==> src/sv/jtag_scan_sequencer_core_macros.svh <==
// assertion macros for the jtag scan sequencer core
// no dependencies; compiled away when SYNTHESIS is defined
`ifndef JTAG_SCAN_SEQUENCER_CORE_MACROS_SVH
`define JTAG_SCAN_SEQUENCER_CORE_MACROS_SVH
`ifndef SYNTHESIS
`define JSS_ASSERT_IMPL(lbl, clk, rst, pre, post) \
   lbl: assert property (@(posedge clk) disable iff (rst) (pre) |-> (post)) \
      else $error("jss implication check failed");
`define JSS_ASSERT_NEXT(lbl, clk, rst, pre, post) \
   lbl: assert property (@(posedge clk) disable iff (rst) (pre) |=> (post)) \
      else $error("jss next-cycle check failed");
`else
`define JSS_ASSERT_IMPL(lbl, clk, rst, pre, post)
`define JSS_ASSERT_NEXT(lbl, clk, rst, pre, post)
`endif
`endif

==> src/sv/jss_pkg.sv <==
// shared types and constants for the jtag scan sequencer core
// no dependencies
`default_nettype none
package jss_pkg;
   localparam int MAX_SCAN_BITS = 32;
   localparam int RESET_CLOCKS  = 8;
   localparam int SCAN_W        = 32;
   localparam int CNT_W         = 6;
   localparam int LEN_W         = 6;
   localparam int IDX_W         = $clog2(MAX_SCAN_BITS);
   localparam int REQ_DATA_W    = 40;
   localparam int REQ_USER_W    = 4;
   localparam int RSP_DATA_W    = 40;

   typedef enum logic [2:0] {
      OP_RESET   = 3'd0,
      OP_IDLE    = 3'd1,
      OP_SEL_DR  = 3'd2,
      OP_P_IDLE  = 3'd3,
      OP_P_SEL   = 3'd4,
      OP_DR      = 3'd5,
      OP_IR      = 3'd6
   } cmd_type;

   typedef struct packed {
      logic              running;
      cmd_type           cmd;
      logic [CNT_W-1:0]  cycle;
      logic [LEN_W-1:0]  len;
      logic [SCAN_W-1:0] shift;
      logic [SCAN_W-1:0] cap;
   } state_type;

   typedef struct packed {
      logic [SCAN_W-1:0] captured;
      logic              done_res;
      logic              busy_res;
      logic              tdi_level;
      logic              tms_level;
      logic              tck_pulse;
   } result_type;
endpackage
`default_nettype wire

==> src/sv/jss_step.sv <==
// next-state and result logic for one tck period of the scan sequencer
// depends on jss_pkg
`default_nettype none
module jss_step (
   input  wire jss_pkg::state_type           state_cur,
   input  wire logic                         start_req,
   input  wire logic [2:0]                   opcode,
   input  wire logic [jss_pkg::SCAN_W-1:0]   scan_value,
   input  wire logic [jss_pkg::LEN_W-1:0]    scan_length,
   input  wire logic                         tdo_level,
   output jss_pkg::state_type                state_nxt,
   output jss_pkg::result_type               result
);
   logic                         active;
   jss_pkg::cmd_type             cmd;
   logic [jss_pkg::CNT_W-1:0]    cyc;
   logic [jss_pkg::LEN_W-1:0]    len_sat;
   logic [jss_pkg::LEN_W-1:0]    len;
   logic [jss_pkg::SCAN_W-1:0]   sh;
   logic [jss_pkg::SCAN_W-1:0]   cap;
   logic [jss_pkg::CNT_W-1:0]    pre;
   logic [jss_pkg::CNT_W-1:0]    total;
   logic [jss_pkg::CNT_W-1:0]    bit_pos;
   logic                         is_scan;
   logic                         shift_hit;
   logic                         last;
   logic                         tms;
   logic [jss_pkg::SCAN_W-1:0]   cap_nxt;

   always_comb begin
      if (scan_length == '0) begin
         len_sat = jss_pkg::LEN_W'(1);
      end else if (scan_length > jss_pkg::LEN_W'(jss_pkg::MAX_SCAN_BITS)) begin
         len_sat = jss_pkg::LEN_W'(jss_pkg::MAX_SCAN_BITS);
      end else begin
         len_sat = scan_length;
      end

      active = state_cur.running ||
               (start_req && (opcode <= 3'(jss_pkg::OP_IR)));
      cmd    = state_cur.running ? state_cur.cmd   : jss_pkg::cmd_type'(opcode);
      cyc    = state_cur.running ? state_cur.cycle : '0;
      len    = state_cur.running ? state_cur.len   : len_sat;
      sh     = state_cur.running ? state_cur.shift : scan_value;
      cap    = state_cur.running ? state_cur.cap   : '0;

      is_scan = (cmd == jss_pkg::OP_DR) || (cmd == jss_pkg::OP_IR);
      pre     = (cmd == jss_pkg::OP_IR) ? jss_pkg::CNT_W'(3) : jss_pkg::CNT_W'(2);

      case (cmd)
         jss_pkg::OP_RESET:  total = jss_pkg::CNT_W'(jss_pkg::RESET_CLOCKS);
         jss_pkg::OP_IDLE,
         jss_pkg::OP_SEL_DR: total = jss_pkg::CNT_W'(1);
         jss_pkg::OP_P_IDLE,
         jss_pkg::OP_P_SEL:  total = jss_pkg::CNT_W'(3);
         default:            total = pre + jss_pkg::CNT_W'(len) + jss_pkg::CNT_W'(1);
      endcase

      bit_pos   = cyc - pre;
      shift_hit = is_scan && (cyc >= pre) &&
                  (cyc < (pre + jss_pkg::CNT_W'(len)));

      case (cmd)
         jss_pkg::OP_RESET,
         jss_pkg::OP_SEL_DR,
         jss_pkg::OP_P_SEL:  tms = 1'b1;
         jss_pkg::OP_IDLE:   tms = 1'b0;
         jss_pkg::OP_P_IDLE: tms = (cyc < jss_pkg::CNT_W'(2));
         default: begin
            if ((cmd == jss_pkg::OP_IR) && (cyc == '0)) begin
               tms = 1'b1;
            end else if (shift_hit) begin
               tms = ((bit_pos + jss_pkg::CNT_W'(1)) == jss_pkg::CNT_W'(len));
            end else begin
               tms = 1'b0;
            end
         end
      endcase

      cap_nxt = cap;
      if (shift_hit) begin
         cap_nxt[bit_pos[jss_pkg::IDX_W-1:0]] = tdo_level;
      end

      last = ((cyc + jss_pkg::CNT_W'(1)) >= total);

      state_nxt = state_cur;
      if (active) begin
         state_nxt.running = !last;
         state_nxt.cmd     = cmd;
         state_nxt.cycle   = last ? '0 : (cyc + jss_pkg::CNT_W'(1));
         state_nxt.len     = len;
         state_nxt.shift   = shift_hit ? (sh >> 1) : sh;
         state_nxt.cap     = cap_nxt;
      end

      result.tck_pulse = active;
      result.tms_level = active && tms;
      result.tdi_level = active && shift_hit && sh[0];
      result.busy_res  = active && !last;
      result.done_res  = active && last;
      result.captured  = (active && last && is_scan) ? cap_nxt : '0;
   end
endmodule
`default_nettype wire

==> src/sv/jtag_scan_sequencer_core.sv <==
// jtag scan sequencer core: a tap master that drives tms/tdi one tck period per transaction
// depends on jss_pkg, jss_step and jtag_scan_sequencer_core_macros.svh
//
// usage:
//   each req transaction is one tck period and carries the sampled tdo level; while
//   idle, start_req with a valid opcode loads a command and that transaction is its
//   first tck cycle. each req transaction yields exactly one rsp transaction with the
//   tck/tms/tdi levels for that period, busy/done flags and, on the done period of a
//   dr or ir scan, the captured tdo word.
//   latency: the rsp transaction is valid the cycle after its req transaction.
//   throughput: one transaction per clock; the single result register is refilled
//   in the same cycle it is taken, so req_tready stays high while rsp_tready is high.
//   when the receiver stalls, the result register holds and req_tready drops until
//   the pending rsp transaction is taken; no transaction is lost or duplicated.
//   reset: synchronous, active high; clears the sequencer to idle with no pending rsp.
`default_nettype none
`include "jtag_scan_sequencer_core_macros.svh"
module jtag_scan_sequencer_core (
   input  wire logic                             clock,
   input  wire logic                             reset,
   input  wire logic                             req_tvalid,
   output logic                                  req_tready,
   // scan_value[31:0], scan_length[37:32], tdo_level[38]
   input  wire logic [jss_pkg::REQ_DATA_W-1:0]   req_tdata,
   // start_req[0], opcode[3:1]
   input  wire logic [jss_pkg::REQ_USER_W-1:0]   req_tuser,
   output logic                                  rsp_tvalid,
   input  wire logic                             rsp_tready,
   // tck_pulse[0], tms_level[1], tdi_level[2], busy_res[3], done_res[4], captured[36:5]
   output logic [jss_pkg::RSP_DATA_W-1:0]        rsp_tdata
);
   jss_pkg::state_type  state_ff;
   jss_pkg::state_type  state_in;
   jss_pkg::result_type result_in;
   jss_pkg::result_type result_ff;
   logic                rsp_valid_ff;
   logic                req_acc;

   assign req_tready = !rsp_valid_ff || rsp_tready;
   assign req_acc    = req_tvalid && req_tready;

   jss_step u_step (
      .state_cur   (state_ff),
      .start_req   (req_tuser[0]),
      .opcode      (req_tuser[3:1]),
      .scan_value  (req_tdata[31:0]),
      .scan_length (req_tdata[37:32]),
      .tdo_level   (req_tdata[38]),
      .state_nxt   (state_in),
      .result      (result_in)
   );

   always_ff @(posedge clock) begin
      if (reset) begin
         state_ff.running <= 1'b0;
         state_ff.cmd     <= jss_pkg::OP_RESET;
         state_ff.cycle   <= '0;
         state_ff.len     <= jss_pkg::LEN_W'(1);
         state_ff.shift   <= '0;
         state_ff.cap     <= '0;
         rsp_valid_ff     <= 1'b0;
      end else if (req_acc) begin
         state_ff     <= state_in;
         rsp_valid_ff <= 1'b1;
      end else if (rsp_tready) begin
         rsp_valid_ff <= 1'b0;
      end
   end

   always_ff @(posedge clock) begin
      if (req_acc) begin
         result_ff <= result_in;
      end
   end

   assign rsp_tvalid = rsp_valid_ff;
   assign rsp_tdata  = {3'b000, result_ff};

   `JSS_ASSERT_IMPL(a_stall_blocks_req, clock, reset, rsp_valid_ff && !rsp_tready, !req_tready)
   `JSS_ASSERT_NEXT(a_acc_gives_rsp, clock, reset, req_acc, rsp_valid_ff)
   `JSS_ASSERT_IMPL(a_done_not_busy, clock, reset, rsp_valid_ff && result_ff.done_res, !result_ff.busy_res)
   `JSS_ASSERT_IMPL(a_running_counted, clock, reset, state_ff.running, state_ff.cycle != '0)
endmodule
`default_nettype wire
==> config.mk <==
export PLATFORM = sky130hd
export DESIGN_NAME = jtag_scan_sequencer_core
export DESIGN_NICKNAME = d
export VERILOG_FILES = /design/src/sv/jss_pkg.sv /design/src/sv/jss_step.sv /design/src/sv/jtag_scan_sequencer_core.sv
export VERILOG_INCLUDE_DIRS = /design/src /design/src/sv
export SDC_FILE = /design/constraint.sdc
export NUM_CORES = 1
export LEC_CHECK = 0
export BUFFER_PORTS_ARGS = -buffer_cell sky130_fd_sc_hd__buf_2
export CAP_MARGIN = 5
export CORE_ASPECT_RATIO = 0.6
export CORE_UTILIZATION = 60
export DETAILED_ROUTE_END_ITERATION = 16
export GPL_TIMING_DRIVEN = 0
export PLACE_DENSITY_LB_ADDON = 0.08
export SYNTH_ARGS = -nofsm -noshare
export SYNTH_HDL_FRONTEND = slang
export SYNTH_HIERARCHICAL = 1
export SYNTH_SLANG_ARGS = --single-unit
==> constraint.sdc <==
create_clock -name clock -period 12.5 [get_ports clock]
set_input_delay 0.625 -clock clock [delete_from_list [all_inputs] [get_ports clock]]
set_output_delay 0.625 -clock clock [all_outputs]
set_load 0.05 [all_outputs]
==> impl_summary.log, run 1 <==
INFO  metric first_global_vias = 7388
INFO  metric highest_layer = met4
INFO  metric grt_overflow = 0
INFO  metric wire_per_inst = 19.1 um
INFO  metric muxShareOfSynthArea = 10.4%
INFO  metric final-instance-count-excl-fill = 1308
INFO  metric synth_area_leader_cell = dfxtp_1
INFO  metric synth-simple-area-share = 19.4%
INFO  metric async_reset_ff_share = 0%
INFO  metric detail_route.first_pass.iterations = 5
INFO  metric primary_ff_master_synth = dfxtp_1
INFO  metric yosysWarningCount = 6
INFO  metric synth_compound_area_share = 26.7%
INFO  metric hold_slack = 0.563 ns
INFO  metric clk_pin_slew_worst_paths = 0.06 ns
INFO  metric route.met2.wl = 10.3 mm
INFO  metric final_antenna_net_count = 0
INFO  metric fp.coreArea = 13700 um^2
INFO  metric synth_adder_area_share = 3.23%
INFO  metric crit_end_element = flop
INFO  metric synth_top_family_by_area = compound AO/OA/AOI/OAI gates
INFO  metric slew_viol_final = 0
INFO  metric floorplan.io_pins = 90
INFO  metric finalClockSkew = 0.00955 ns
INFO  metric clock_sink_count = 118
INFO  metric synthXorXnorAreaFrac = 2.16%
INFO  metric peakVddDrop = 0.0854 mV
INFO  metric timing.reg2reg.worst_path_depth = 21
INFO  metric slowest_delay = 0.62 ns
INFO  metric reg2reg_from = state_ff[79]$_SDFFE_PP0P_
INFO  metric placed_cells_incl_taps = 1276
INFO  metric grt_start_max_net_pins = 32
INFO  metric drive_gt1_share = 26.0%
INFO  metric fin_crit = 6.53 ns
INFO  metric grt_use_total = 34.7%
INFO  metric grt_pass1_wl = 39.7 mm
INFO  metric rsz_0062_raised_after_global_routing = false
INFO  metric synth.ff_latch_count = 118
INFO  metric totalPowerFinal = 0.00119 W
INFO  metric fin_setup_tns = 0 ns
INFO  metric m1WireLength = 11.4 mm
INFO  metric wl_met3 = 2.86 mm
INFO  metric dr_total_vias = 8327
INFO  metric path_class = flop to flop
INFO  metric synthCells = 998
INFO  metric hold_path_cell_cnt = 2
INFO  metric final-hold-violation-count = 0
INFO  metric critical_path.reg2reg.endpoint = rsp_tdata[28]$_DFFE_PP_
INFO  metric crit_top_cell = ha_1
INFO  metric worst-slew-pin-transition = 0.862 ns
INFO  metric tritoncts = built
INFO  metric avg_cell_area_syn = 8.54 um^2
INFO  metric hold_path.class = flop to flop
INFO  metric htreeDepth = 4
INFO  metric syn_to_final_growth = 15.1%
INFO  metric multi_input_comb_area = 5280 um^2
INFO  metric finish.utilization = 71.4%
INFO  metric port_buffers = 83
INFO  metric rows = 33
INFO  metric crit_path_cell_trace = buf_6 -> buf_4 -> buf_2 -> buf_2 -> mux2i_1 -> nor3_1 -> ha_1 -> nor3_1 -> or2_2 -> ha_1 -> nor2_1 -> nor2_1 -> a31oi_1 -> ha_1 -> a21o_1 -> a21o_1 -> a211o_1 -> a21oi_1 -> clkbuf_1 -> clkbuf_1 -> a21oi_1
INFO  metric max_freq = 0.153 GHz
INFO  metric cp.required = 12.64 ns
INFO  metric drt_drc_violations_left = 0
INFO  metric worstSetupStartpoint = state_ff[79]$_SDFFE_PP0P_
INFO  metric ctsLongestPathBuffers = 2
INFO  metric finish.net_count = 1173
INFO  metric synth_cell_types = 69
INFO  metric fillCellCount = 1091
INFO  metric mapped_cell_area = 8520 um^2
INFO  metric cts_root_buffer_type = clkbuf_16
INFO  metric p_per_area = 122 nW/um^2
INFO  metric crit_fanout = 10
INFO  metric drt_iter0_drcs = 809
INFO  metric max_cap_viol_count = 0
INFO  metric flop_to_flop_setup_slack = 5.97 ns
INFO  metric dieHeight = 94.3 um
INFO  metric status = finished clean
INFO  metric dieArea = 14700 um^2
INFO  metric synth_largest_type_area_fraction = 19.0%
INFO  metric synth-seq-area-share = 32.1%
INFO  metric gp_congestion = 1.01
INFO  metric post_drt_via_cell_ratio = 6.37
INFO  metric sequential_cell_area = 2730 um^2
INFO  metric critPathLaunchType = flop
INFO  metric relSlewSlack = 42.5%
INFO  metric antenna_found_initial = 0
INFO  metric synth_enable_flop_cells = 37
INFO  metric arrival = 6.67 ns
INFO  metric n_antenna_cell = 0
INFO  metric crit_path_top_delay_cell = a21oi_1
INFO  metric p_leak = 3.79 nW
INFO  metric drt_wl_total = 25.0 mm
INFO  metric start_util = 62.0%
INFO  metric die_x = 156 um
INFO  metric synth.area.top_cells = dfxtp_1, edfxtp_1, a21oi_1
INFO  metric crit_end = rsp_tdata[28]$_DFFE_PP_
INFO  metric placed_wire_length_estimate = 17.7 mm
INFO  metric cts_hold_buffers_added = 0
INFO  metric clkLatencyLatePin = 0.42 ns
INFO  metric setup_viol_count_final = 0
INFO  metric post-cts-setup-buffer-count = 0
INFO  metric cts_made_buffers = 17
INFO  metric cts_resized = 0
INFO  metric layout_worst_path_cycle_share = 52.2%
worst max-delay path: cells and delay by family (launching register included):
kind            cells  cell delay [ns]
compound gates      6             1.52
simple gates        5             1.14
mux                 1             0.18
buf+inv             6             2.00
fa+ha+maj           3             0.90
flops               1             0.49
worst min path at each step:
stage	startpoint	to
3_5_place_dp	state_ff[64]$_SDFFE_PP1P_	state_ff[64]$_SDFFE_PP1P_
4_1_cts	state_ff[64]$_SDFFE_PP1P_	state_ff[64]$_SDFFE_PP1P_
5_1_grt	state_ff[64]$_SDFFE_PP1P_	state_ff[64]$_SDFFE_PP1P_
2_1_floorplan	state_ff[64]$_SDFFE_PP1P_	state_ff[64]$_SDFFE_PP1P_
3_3_place_gp	state_ff[64]$_SDFFE_PP1P_	state_ff[64]$_SDFFE_PP1P_
6_report	state_ff[64]$_SDFFE_PP1P_	state_ff[64]$_SDFFE_PP1P_
registers in the layout (all words and copies together), names as in the netlist:
register and flops:
rsp_tvalid 1, state_ff 80, rsp_tdata 37
area by class of cell:
type	count	share of cell area, %
multi-input combinational	770	53.8
sequential	118	27.8
buffer	95	4.60
clock buffer	18	4.48
timing repair buffer	84	4.44
tap	192	2.45
clock inverter	14	1.70
inverter	17	0.650
power breakdown:
group / switching, W / internal [W]
Clock: 0.000202 / 0.000305
Sequential: 0.0000106 / 0.000413
Combinational: 0.000178 / 0.0000861
Total: 0.000391 / 0.000804
logic make-up (layout without fill, tap and decap cells):
kind of cell             after synthesis  count (layout)
multiplexers                          84              84
AO/OA/AOI/OAI                        318             318
other                                  1               3
AND/OR/NAND/NOR                      322             322
buffers and inverters                112             228
adder cells (fa/ha/maj)               22              22
flip-flops                           118             118
XOR/XNOR                              21              21
cell usage after synthesis (5+ instances only):
library cell and instances:
buf_2 37, xnor2_1 15, nor4b_1 10, o21ai_0 7, nand2_1 51, nand4_1 11
inv_1 16, clkbuf_1 42, mux2_2 38, nand2_2 5, buf_4 5, a22o_1 6
o211ai_1 29, or3_1 22, nand3_1 103, nor2_1 65, a21o_1 13, nor3_1 12
a21bo_1 9, edfxtp_1 37, ha_1 22, a21oi_1 144, xor2_1 6, and2_1 9
dfxtp_1 81, buf_1 7, a31oi_1 7, nor3b_1 7, a21bo_2 70, mux2i_1 46
through the flow:
| step | instance area (um^2) | setup slack [ns] |
|---|---|---|
| 2_1_floorplan | 8530 | 7.71 |
| 3_3_place_gp | 9190 | 6.11 |
| 3_5_place_dp | 9210 | 6.15 |
| 4_1_cts | 9810 | 6.15 |
| 5_1_grt | 9810 | 5.65 |
| 6_report | 9810 | 5.97 |
per-layer routing:
metal  up-vias  GRT usage (%)
li1       3890              -
met1      3869           50.9
met2       526           50.8
met3        42           7.06
met4         0           10.6
met5         -              0
cell usage in the layout (no fill, tap or decap), types with 22 or more instances in the layout:
cell type  count
nand3_1      103
mux2i_1       46
a21bo_2       70
ha_1          22
a21oi_1      144
buf_2        120
o211ai_1      29
edfxtp_1      37
dfxtp_1       81
nor2_1        65
mux2_2        38
nand2_1       51
clkbuf_1      42
or3_1         22
No activity file was read; power rests on OpenSTA's default activity.
==> run 2, diff against run 1 <==
--- a/config.mk
+++ b/config.mk
@@ -9,7 +9,7 @@
 export BUFFER_PORTS_ARGS = -buffer_cell sky130_fd_sc_hd__buf_2
 export CAP_MARGIN = 5
 export CORE_ASPECT_RATIO = 0.6
-export CORE_UTILIZATION = 60
+export CORE_UTILIZATION = 54
 export DETAILED_ROUTE_END_ITERATION = 16
 export GPL_TIMING_DRIVEN = 0
 export PLACE_DENSITY_LB_ADDON = 0.08
==> constraint.sdc (replaced) <==
create_clock -name clock -period 5.85 [get_ports clock]
set_input_delay 0.2925 -clock clock [delete_from_list [all_inputs] [get_ports clock]]
set_output_delay 0.2925 -clock clock [all_outputs]
set_load 0.05 [all_outputs]
==> run 2 against run 1 <==
  * Sequential power up 110%
  * Clock power is 110% higher
  * Critical endpoint is now rsp_tdata[27]$_DFFE_PP_
  * Non-clock buffer count did not move
  * Sequential share of layout area down 0.078 points
  * Global-route usage fell by 2.8 points
  * Critical path depth is the same
  * Die area is 11% higher
  * Setup slack lost 5.8 ns
  * Clock-buffer cell count shrank 1
==> impl_summary.log, run 2 (same netlist as run 1, synthesis figures left out) <==
INFO  metric critPathLaunchType = flop
INFO  metric finish.utilization = 64.0% (-7.4 points)
INFO  metric peakVddDrop = 0.135 mV (+58%)
INFO  metric rsz_0062_raised_after_global_routing = false
INFO  metric crit_end_element = flop
INFO  metric p_leak = 3.81 nW (+0.36%)
INFO  metric floorplan.io_pins = 90 (unchanged)
INFO  metric crit_fanout = 10 (unchanged)
INFO  metric hold_path_cell_cnt = 3 (+1)
INFO  metric dr_total_vias = 8191 (-1.6%)
INFO  metric slew_viol_final = 0 (unchanged)
INFO  metric finalClockSkew = 0.0167 ns (+0.00715 ns)
INFO  metric n_antenna_cell = 0 (unchanged)
INFO  metric relSlewSlack = 39.0% (-3.5 points)
INFO  metric finish.instance_area = 9840 um^2 (+0.28%)
INFO  metric grt_pass1_wl = 40.1 mm (+1.1%)
INFO  metric p_per_area = 256 nW/um^2 (+110%)
INFO  metric port_buffers = 83 (unchanged)
INFO  metric totalPowerFinal = 0.00252 W (+110%)
INFO  metric p_sw = 0.000822 W (+110%)
INFO  metric grt_overflow = 0 (unchanged)
INFO  metric placed_wire_length_estimate = 17.9 mm (+1.0%)
INFO  metric grt_use_total = 31.9% (-2.8 points)
INFO  metric placement.cell_area = 9220 um^2 (+0.15%)
INFO  metric fp.coreArea = 15400 um^2 (+12%)
INFO  metric setup_viol_count_final = 0 (unchanged)
INFO  metric drt_drc_violations_left = 0 (unchanged)
INFO  metric final-hold-violation-count = 0 (unchanged)
INFO  metric htreeDepth = 4 (unchanged)
INFO  metric final_antenna_net_count = 0 (unchanged)
INFO  metric p_sw_share = 32.6% (-0.11 points)
INFO  metric cellInternalPower = 0.00170 W (+110%)
INFO  metric max_freq = 0.176 GHz (+15%)
INFO  metric syn_to_final_growth = 15.5%
INFO  metric die_x = 164 um (+5.3%)
INFO  metric wire_per_inst = 19.4 um (+1.5%)
INFO  metric max_cap_viol_count = 0 (unchanged)
INFO  metric post-cts-setup-buffer-count = 0 (unchanged)
INFO  metric fin_crit = 5.68 ns (-0.848 ns)
INFO  metric largest-register = state_ff
INFO  metric post_drt_via_cell_ratio = 6.21 (-2.5%)
INFO  metric hold_slack = 0.376 ns (-0.187 ns)
INFO  metric timing.reg2reg.worst_path_depth = 21 (unchanged)
INFO  metric clkLatencyLatePin = 0.42 ns (about the same)
INFO  metric start_util = 55.4% (-6.5 points)
INFO  metric clk_pin_slew_worst_paths = 0.06 ns (about the same)
INFO  metric cts_made_buffers = 17 (unchanged)
INFO  metric drive_gt1_share = 26.8% (+0.81 points)
INFO  metric arrival = 5.84 ns (-0.83 ns)
INFO  metric grt_start_max_net_pins = 32 (unchanged)
INFO  metric tritoncts = built
INFO  metric drt_wl_total = 25.6 mm (+2.4%)
INFO  metric detail_route.first_pass.iterations = 5 (unchanged)
INFO  metric finish.net_count = 1173 (unchanged)
INFO  metric final_common_cell = a21oi_1
INFO  metric gp_congestion = 1.01 (about the same)
INFO  metric cts_hold_buffers_added = 0 (unchanged)
INFO  metric status = finished clean
INFO  metric first_global_vias = 7333 (-0.74%)
INFO  metric layout_worst_path_cycle_share = 97.1% (+45 points)
INFO  metric cts_root_buffer_type = clkbuf_16
INFO  metric antenna_found_initial = 0 (unchanged)
INFO  metric ctsLongestPathBuffers = 2 (unchanged)
INFO  metric worst-slew-pin-transition = 0.914 ns (+0.0520 ns)
INFO  metric cp.required = 6.01 ns (-6.63 ns)
INFO  metric rows = 35 (+6.1%)
INFO  metric largest_reg_flops = 80 (unchanged)
INFO  metric share_seq_of_total_power = 35.9% (+0.5 points)
INFO  metric dieArea = 16300 um^2 (+11%)
INFO  metric dieHeight = 99.3 um (+5.3%)
INFO  metric clock_sink_count = 118 (unchanged)
INFO  metric clkPwrFrac = 41.4% (-1.1 points)
INFO  metric most-common-layout-cells = a21oi_1, buf_2, nand3_1
INFO  metric sequential_cell_area = 2730 um^2 (unchanged)
INFO  metric p_comb_share = 22.7% (+0.6 points)
INFO  metric drt_iter0_drcs = 835 (+3.2%)
INFO  metric multi_input_comb_area = 5320 um^2 (+0.62%)
INFO  metric path_class = flop to flop
INFO  metric fillCellCount = 1351 (+24%)
INFO  metric hold_path.class = input port to flop
[run 2: changes by cell type in the layout (fill, tap and decap cells not counted), sizes merged]
| cell | change |
|---|---|
| clkinv | +8 |
| inv | -6 |
| clkbuf | -1 |
| clkinvlp | -1 |
[run 2: per-layer routing]
layer	GRT usage, %	part of all wire [%]	up-vias
met1	48.4	47	3829
met5	0	0	-
met4	8.76	1.7	0
met3	6.71	10	43
li1	-	-	3891
met2	44.9	41	428
[run 2: power groups by stage]
stage	Clock (W)	Combinational (W)	Sequential, W
2_1_floorplan	0	0.000345	0.000966
3_3_place_gp	0	0.000541	0.000921
3_5_place_dp	0	0.000547	0.000921
4_1_cts	0.00105	0.000552	0.000904
5_1_grt	0.00109	0.000612	0.000908
6_report	0.00104	0.000572	0.000904
[run 2: layout make-up]
type                       instances  share of cell area (%)
buffer                            95                    4.64
clock buffer                      17                    4.32
clock inverter                    15                    1.59
inverter                          17                   0.648
multi-input combinational        770                    54.0
sequential                       118                    27.8
tap                              203                    2.58
timing repair buffer              84                    4.42
[run 2: worst max-delay path: stages, from the launching register on]
cell,delay (ns)
dfxtp_1,0.48
buf_6,0.21
buf_4,0.20
buf_2,0.29
buf_2,0.34
mux2i_2,0.15
nor3_2,0.33
ha_1,0.30
nor3_2,0.09
or2_2,0.35
ha_1,0.32
nor2_1,0.12
nor2_1,0.05
a31oi_1,0.18
ha_1,0.25
a21o_1,0.15
a21o_1,0.19
a211o_1,0.33
a21oi_4,0.31
clkbuf_2,0.34
clkbuf_2,0.31
nor2_1,0.11
[run 2: repair_timing]
| action | 4_1_cts | 5_1_grt |
|---|---|---|
| gates cloned | 0 | 0 |
| endpoints found under the setup margin | 39 | 90 |
| resized for setup | 3 | 10 |
[run 2: worst paths after layout]
kind                              from                         to  slack (ns)
min                       req_tdata[0]     rsp_tdata[2]$_DFFE_PP_        0.38
min reg2reg  state_ff[64]$_SDFFE_PP1P_  state_ff[64]$_SDFFE_PP1P_        0.53
max reg2reg  state_ff[79]$_SDFFE_PP0P_    rsp_tdata[27]$_DFFE_PP_        0.17
max          state_ff[79]$_SDFFE_PP0P_    rsp_tdata[27]$_DFFE_PP_        0.17
[run 2: through the flow]
| step | instances | worst slack (ns) | setup TNS (ns) |
|---|---|---|---|
| final | 1319 | 0.170 | 0 |
| after global routing | 1319 | 0.00153 | 0 |
| after CTS | 1319 | 0.0102 | 0 |
| after detailed placement | 1287 | -0.575 | -7.68 |
| after global placement | 1286 | -0.620 | -10.01 |
| after floorplan | 1000 | 1.06 | 0 |
==> run 3, diff against run 2 <==
--- a/config.mk
+++ b/config.mk
@@ -6,13 +6,15 @@
 export SDC_FILE = /design/constraint.sdc
 export NUM_CORES = 1
 export LEC_CHECK = 0
+export ABC_AREA = 1
 export BUFFER_PORTS_ARGS = -buffer_cell sky130_fd_sc_hd__buf_2
 export CAP_MARGIN = 5
 export CORE_ASPECT_RATIO = 0.6
-export CORE_UTILIZATION = 54
+export CORE_UTILIZATION = 55
 export DETAILED_ROUTE_END_ITERATION = 16
 export GPL_TIMING_DRIVEN = 0
 export PLACE_DENSITY_LB_ADDON = 0.08
+export RECOVER_POWER = 50
 export SYNTH_ARGS = -nofsm -noshare
 export SYNTH_HDL_FRONTEND = slang
 export SYNTH_HIERARCHICAL = 1
==> run 3 against run 2 <==
  * Largest cell class unchanged
  * Register-to-register slack improved by 0.55 ns
  * Hold slack got worse by 0.32 ns
  * Final area increased by 3.8%
  * Cell count increased by 27%
  * The run now ends with max-capacitance violations, max-slew violations left
  * Critical path type unchanged
  * Non-clock buffer count decreased by 4
  * Setup slack improved by 0.55 ns
  * Via count increased by 10%
  * Clock-buffer cell count increased by 1
  * Critical path depth increased by 1
  * Synthesized area increased by 5.7%
==> impl_summary.log, run 3 <==
INFO  metric worstSetupStartpoint = state_ff[79]$_SDFFE_PP0P_
INFO  metric dieHeight = 101 um (+1.8%)
INFO  metric synth.ff_latch_count = 118 (unchanged)
INFO  metric crit_end = rsp_tdata[32]$_DFFE_PP_
INFO  metric gp_congestion = 0.943 (-6.5%)
INFO  metric critical_path_depth = 22 (+4.8%)
INFO  metric drt_drc_violations_left = 0 (unchanged)
INFO  metric finish.net_count = 1532 (+31%)
INFO  metric avg_cell_area_syn = 6.64 um^2 (-22%)
INFO  metric status = complete, but fails checks
INFO  metric drt_wl_total = 25.4 mm (-1.1%)
INFO  metric crit_end_element = flop
INFO  metric syn_to_final_growth = 13.4%
INFO  metric wl_met3 = 2.42 mm (-9.3%)
INFO  metric synth_top_family_by_area = simple AND/OR/NAND/NOR gates
INFO  metric synth_cell_types = 43 (-38%)
INFO  metric grt_pass1_wl = 40.9 mm (+1.9%)
INFO  metric async_reset_ff_share = 0% (unchanged)
INFO  metric start_util = 57.5% (+2.0 points)
INFO  metric hold_path.class = input port to flop
INFO  metric highest_layer = met4
INFO  metric cts_made_buffers = 17 (unchanged)
INFO  metric n_antenna_cell = 0 (unchanged)
INFO  metric crit_path_top_delay_cell = nor3_1
INFO  metric cpLargestDelayFamily = simple AND/OR/NAND/NOR gates
INFO  metric crit_fanout = 10 (unchanged)
INFO  metric cts_root_buffer_type = clkbuf_16
INFO  metric p_per_area = 290 nW/um^2 (+13%)
INFO  metric post-cts-setup-buffer-count = 0 (unchanged)
INFO  metric max_cap_viol_count = 1 (+1)
INFO  metric synth-seq-area-share = 30.3% (-1.7 points)
INFO  metric final_antenna_net_count = 0 (unchanged)
INFO  metric crit_path_cell_trace = clkbuf_1 -> nand2_1 -> o21ai_0 -> inv_1 -> nor3_1 -> ha_1 -> inv_1 -> nand2_1 -> nand2_1 -> ha_1 -> o22ai_1 -> ha_1 -> inv_1 -> nor2_1 -> or2_2 -> a31oi_1 -> nand2_1 -> nand2_1 -> inv_1 -> nand2_1 -> clkbuf_1 -> nor2_1
INFO  metric first_global_vias = 7942 (+8.3%)
INFO  metric max_freq = 0.195 GHz (+11%)
INFO  metric mapped_cell_area = 9010 um^2 (+5.7%)
INFO  metric synth-simple-area-share = 34.4% (+15 points)
INFO  metric fp.coreArea = 15700 um^2 (+2.0%)
INFO  metric reg2reg_from = state_ff[79]$_SDFFE_PP0P_
INFO  metric cts_resized = 0 (-3)
INFO  metric synthXorXnorAreaFrac = 0.764% (-1.4 points)
INFO  metric critPathLaunchType = flop
INFO  metric crit_top_cell = nand2_1
INFO  metric final_common_cell = nand2_1
INFO  metric finalClockSkew = 0.00807 ns (-0.00862 ns)
INFO  metric setup_viol_count_final = 0 (unchanged)
INFO  metric largest_reg_flops = 80 (unchanged)
INFO  metric muxShareOfSynthArea = 0.111% (-10 points)
INFO  metric detail_route.first_pass.iterations = 5 (unchanged)
INFO  metric m1WireLength = 12.3 mm (+2.5%)
INFO  metric cp.required = 6.00 ns (about the same)
INFO  metric port_buffers = 84 (+1.2%)
INFO  metric dr_total_vias = 9011 (+10%)
INFO  metric clock_sink_count = 118 (unchanged)
INFO  metric grt_use_total = 30.7% (-1.2 points)
INFO  metric p_leak = 4.81 nW (+26%)
INFO  metric most-common-layout-cells = nand2_1, inv_1, nand3_1
INFO  metric worst-slew-pin-transition = 1.55 ns (+0.639 ns)
INFO  metric placed_wire_length_estimate = 18.3 mm (+2.0%)
INFO  metric slew_viol_final = 38 (+38)
INFO  metric final-hold-violation-count = 0 (unchanged)
INFO  metric cell_with_the_most_instances_after_synthesis = nand2_1
INFO  metric arrival = 5.29 ns (-0.55 ns)
INFO  metric dp_worst_setup_slack = 1.14 ns (+1.72 ns)
INFO  metric ctsLongestPathBuffers = 2 (unchanged)
INFO  metric relSlewSlack = -3.69% (-43 points)
INFO  metric yosysWarningCount = 6 (unchanged)
INFO  metric fin_setup_tns = 0 ns (unchanged)
INFO  metric grt_start_max_net_pins = 38 (+19%)
INFO  metric synthCells = 1357 (+36%)
INFO  metric fin_crit = 5.13 ns (-0.546 ns)
INFO  metric failed_checks = max-capacitance violations, max-slew violations
INFO  metric floorplan.io_pins = 90 (unchanged)
INFO  metric htreeDepth = 4 (unchanged)
INFO  metric fin_ws = 0.716 ns (+0.546 ns)
INFO  metric timing.reg2reg.worst_path_depth = 22 (+4.8%)
INFO  metric cts_hold_buffers_added = 0 (unchanged)
INFO  metric slowest_delay = 0.47 ns (about the same)
INFO  metric fillCellCount = 1488 (+10%)
INFO  metric synth_adder_area_share = 3.06% (-0.17 points)
INFO  metric synth_area_leader_cell = dfxtp_1
INFO  metric clk_pin_slew_worst_paths = 0.06 ns (about the same)
INFO  metric route.met2.wl = 10.3 mm (-2.2%)
INFO  metric largest-register = state_ff
INFO  metric drive_gt1_share = 16.7% (-10 points)
INFO  metric synth_enable_flop_cells = 37 (unchanged)
INFO  metric die_x = 167 um (+1.9%)
INFO  metric tritoncts = built
INFO  metric peakVddDrop = 0.174 mV (+29%)
INFO  metric drt_iter0_drcs = 798 (-4.4%)
INFO  metric rsz_0062_raised_after_global_routing = false
INFO  metric post_drt_via_cell_ratio = 5.37 (-14%)
INFO  metric wire_per_inst = 15.1 um (-22%)
INFO  metric grt_overflow = 0 (unchanged)
INFO  metric worst-path-buf-inv = 6 (unchanged)
INFO  metric synth_largest_type_area_fraction = 18.0% (-1.0 points)
INFO  metric critical_path.reg2reg.endpoint = rsp_tdata[32]$_DFFE_PP_
INFO  metric path_class = flop to flop
INFO  metric clkLatencyLatePin = 0.42 ns (about the same)
INFO  metric dieArea = 16900 um^2 (+3.7%)
INFO  metric layout_worst_path_cycle_share = 87.8% (-9.3 points)
INFO  metric synth.area.top_cells = dfxtp_1, nand2_1, edfxtp_1
INFO  metric primary_ff_master_synth = dfxtp_1
INFO  metric rows = 35 (unchanged)
INFO  metric synth_compound_area_share = 16.3% (-10 points)
INFO  metric antenna_found_initial = 0 (unchanged)
INFO  metric ys_top_cells_by_count = nand2_1, inv_1, nand3_1, nor2_1, o21ai_0
INFO  metric flop_to_flop_setup_slack = 0.72 ns (+0.55 ns)
[run 3: changes by cell type in the layout (fill, tap and decap cells not counted), sizes merged, moves of 40 or more]
cell,before,now
a21bo,79,0
a21oi,144,88
buf,137,97
inv,18,180
mux2i,46,1
nand2,56,396
nand3,103,147
nor2,65,146
o21ai,7,123
[run 3: worst min path at each step]
stage | cells past startpoint | slack (ns) | startpoint | endpoint
finish | 2 | 0.05 | reset | rsp_tvalid$_SDFFE_PP0P_
global route | 2 | 0.06 | reset | rsp_tvalid$_SDFFE_PP0P_
CTS | 2 | 0.04 | reset | rsp_tvalid$_SDFFE_PP0P_
detailed placement | 2 | 0.47 | state_ff[64]$_SDFFE_PP1P_ | state_ff[64]$_SDFFE_PP1P_
global placement | 2 | 0.47 | state_ff[56]$_SDFFE_PP0P_ | state_ff[56]$_SDFFE_PP0P_
floorplan | 1 | 0.35 | reset | rsp_tvalid$_SDFFE_PP0P_
[run 3: through the flow]
stage                     std cells  util, %  total power, W  hold WS [ns]  area [um^2]
after floorplan                1359        -         0.00162         0.355         9020
after global placement         1646     61.8         0.00181         0.466         9690
after detailed placement       1646     61.8         0.00183         0.468         9690
after CTS                      1678     65.8         0.00296        0.0433        10300
after global routing           1678     65.2         0.00311        0.0566        10200
final                          1678     65.2         0.00296        0.0507        10200
[run 3: layer usage]
metal	vias to the layer above	global-route usage, %
met5	-	0
li1	4556	-
met1	4014	44.8
met3	27	5.82
met2	414	45.5
met4	0	9.81
[run 3: where the power goes]
group	internal [W]	switching (W)
combinational	0.000278	0.000592
clock	0.000696	0.000439
sequential	0.000912	0.0000447
[run 3: cell families after synthesis]
| kind of cell | Yosys count |
|---|---|
| XOR/XNOR | 7 |
| flip-flops | 118 |
| buffers and inverters | 264 |
| other | 1 |
| AND/OR/NAND/NOR | 720 |
| multiplexers | 1 |
| AO/OA/AOI/OAI | 224 |
| adder cells (fa/ha/maj) | 22 |
[run 3: layout make-up]
class / instances / area [um^2] / share of cell area (%)
Multi-Input combinational cell: 977 / 4920 / 48.2
Sequential cell: 118 / 2730 / 26.7
Buffer: 91 / 659 / 6.45
Inverter: 173 / 649 / 6.36
Clock buffer: 18 / 439 / 4.30
Timing Repair Buffer: 84 / 372 / 3.64
Tap cell: 203 / 254 / 2.49
Clock inverter: 14 / 189 / 1.85
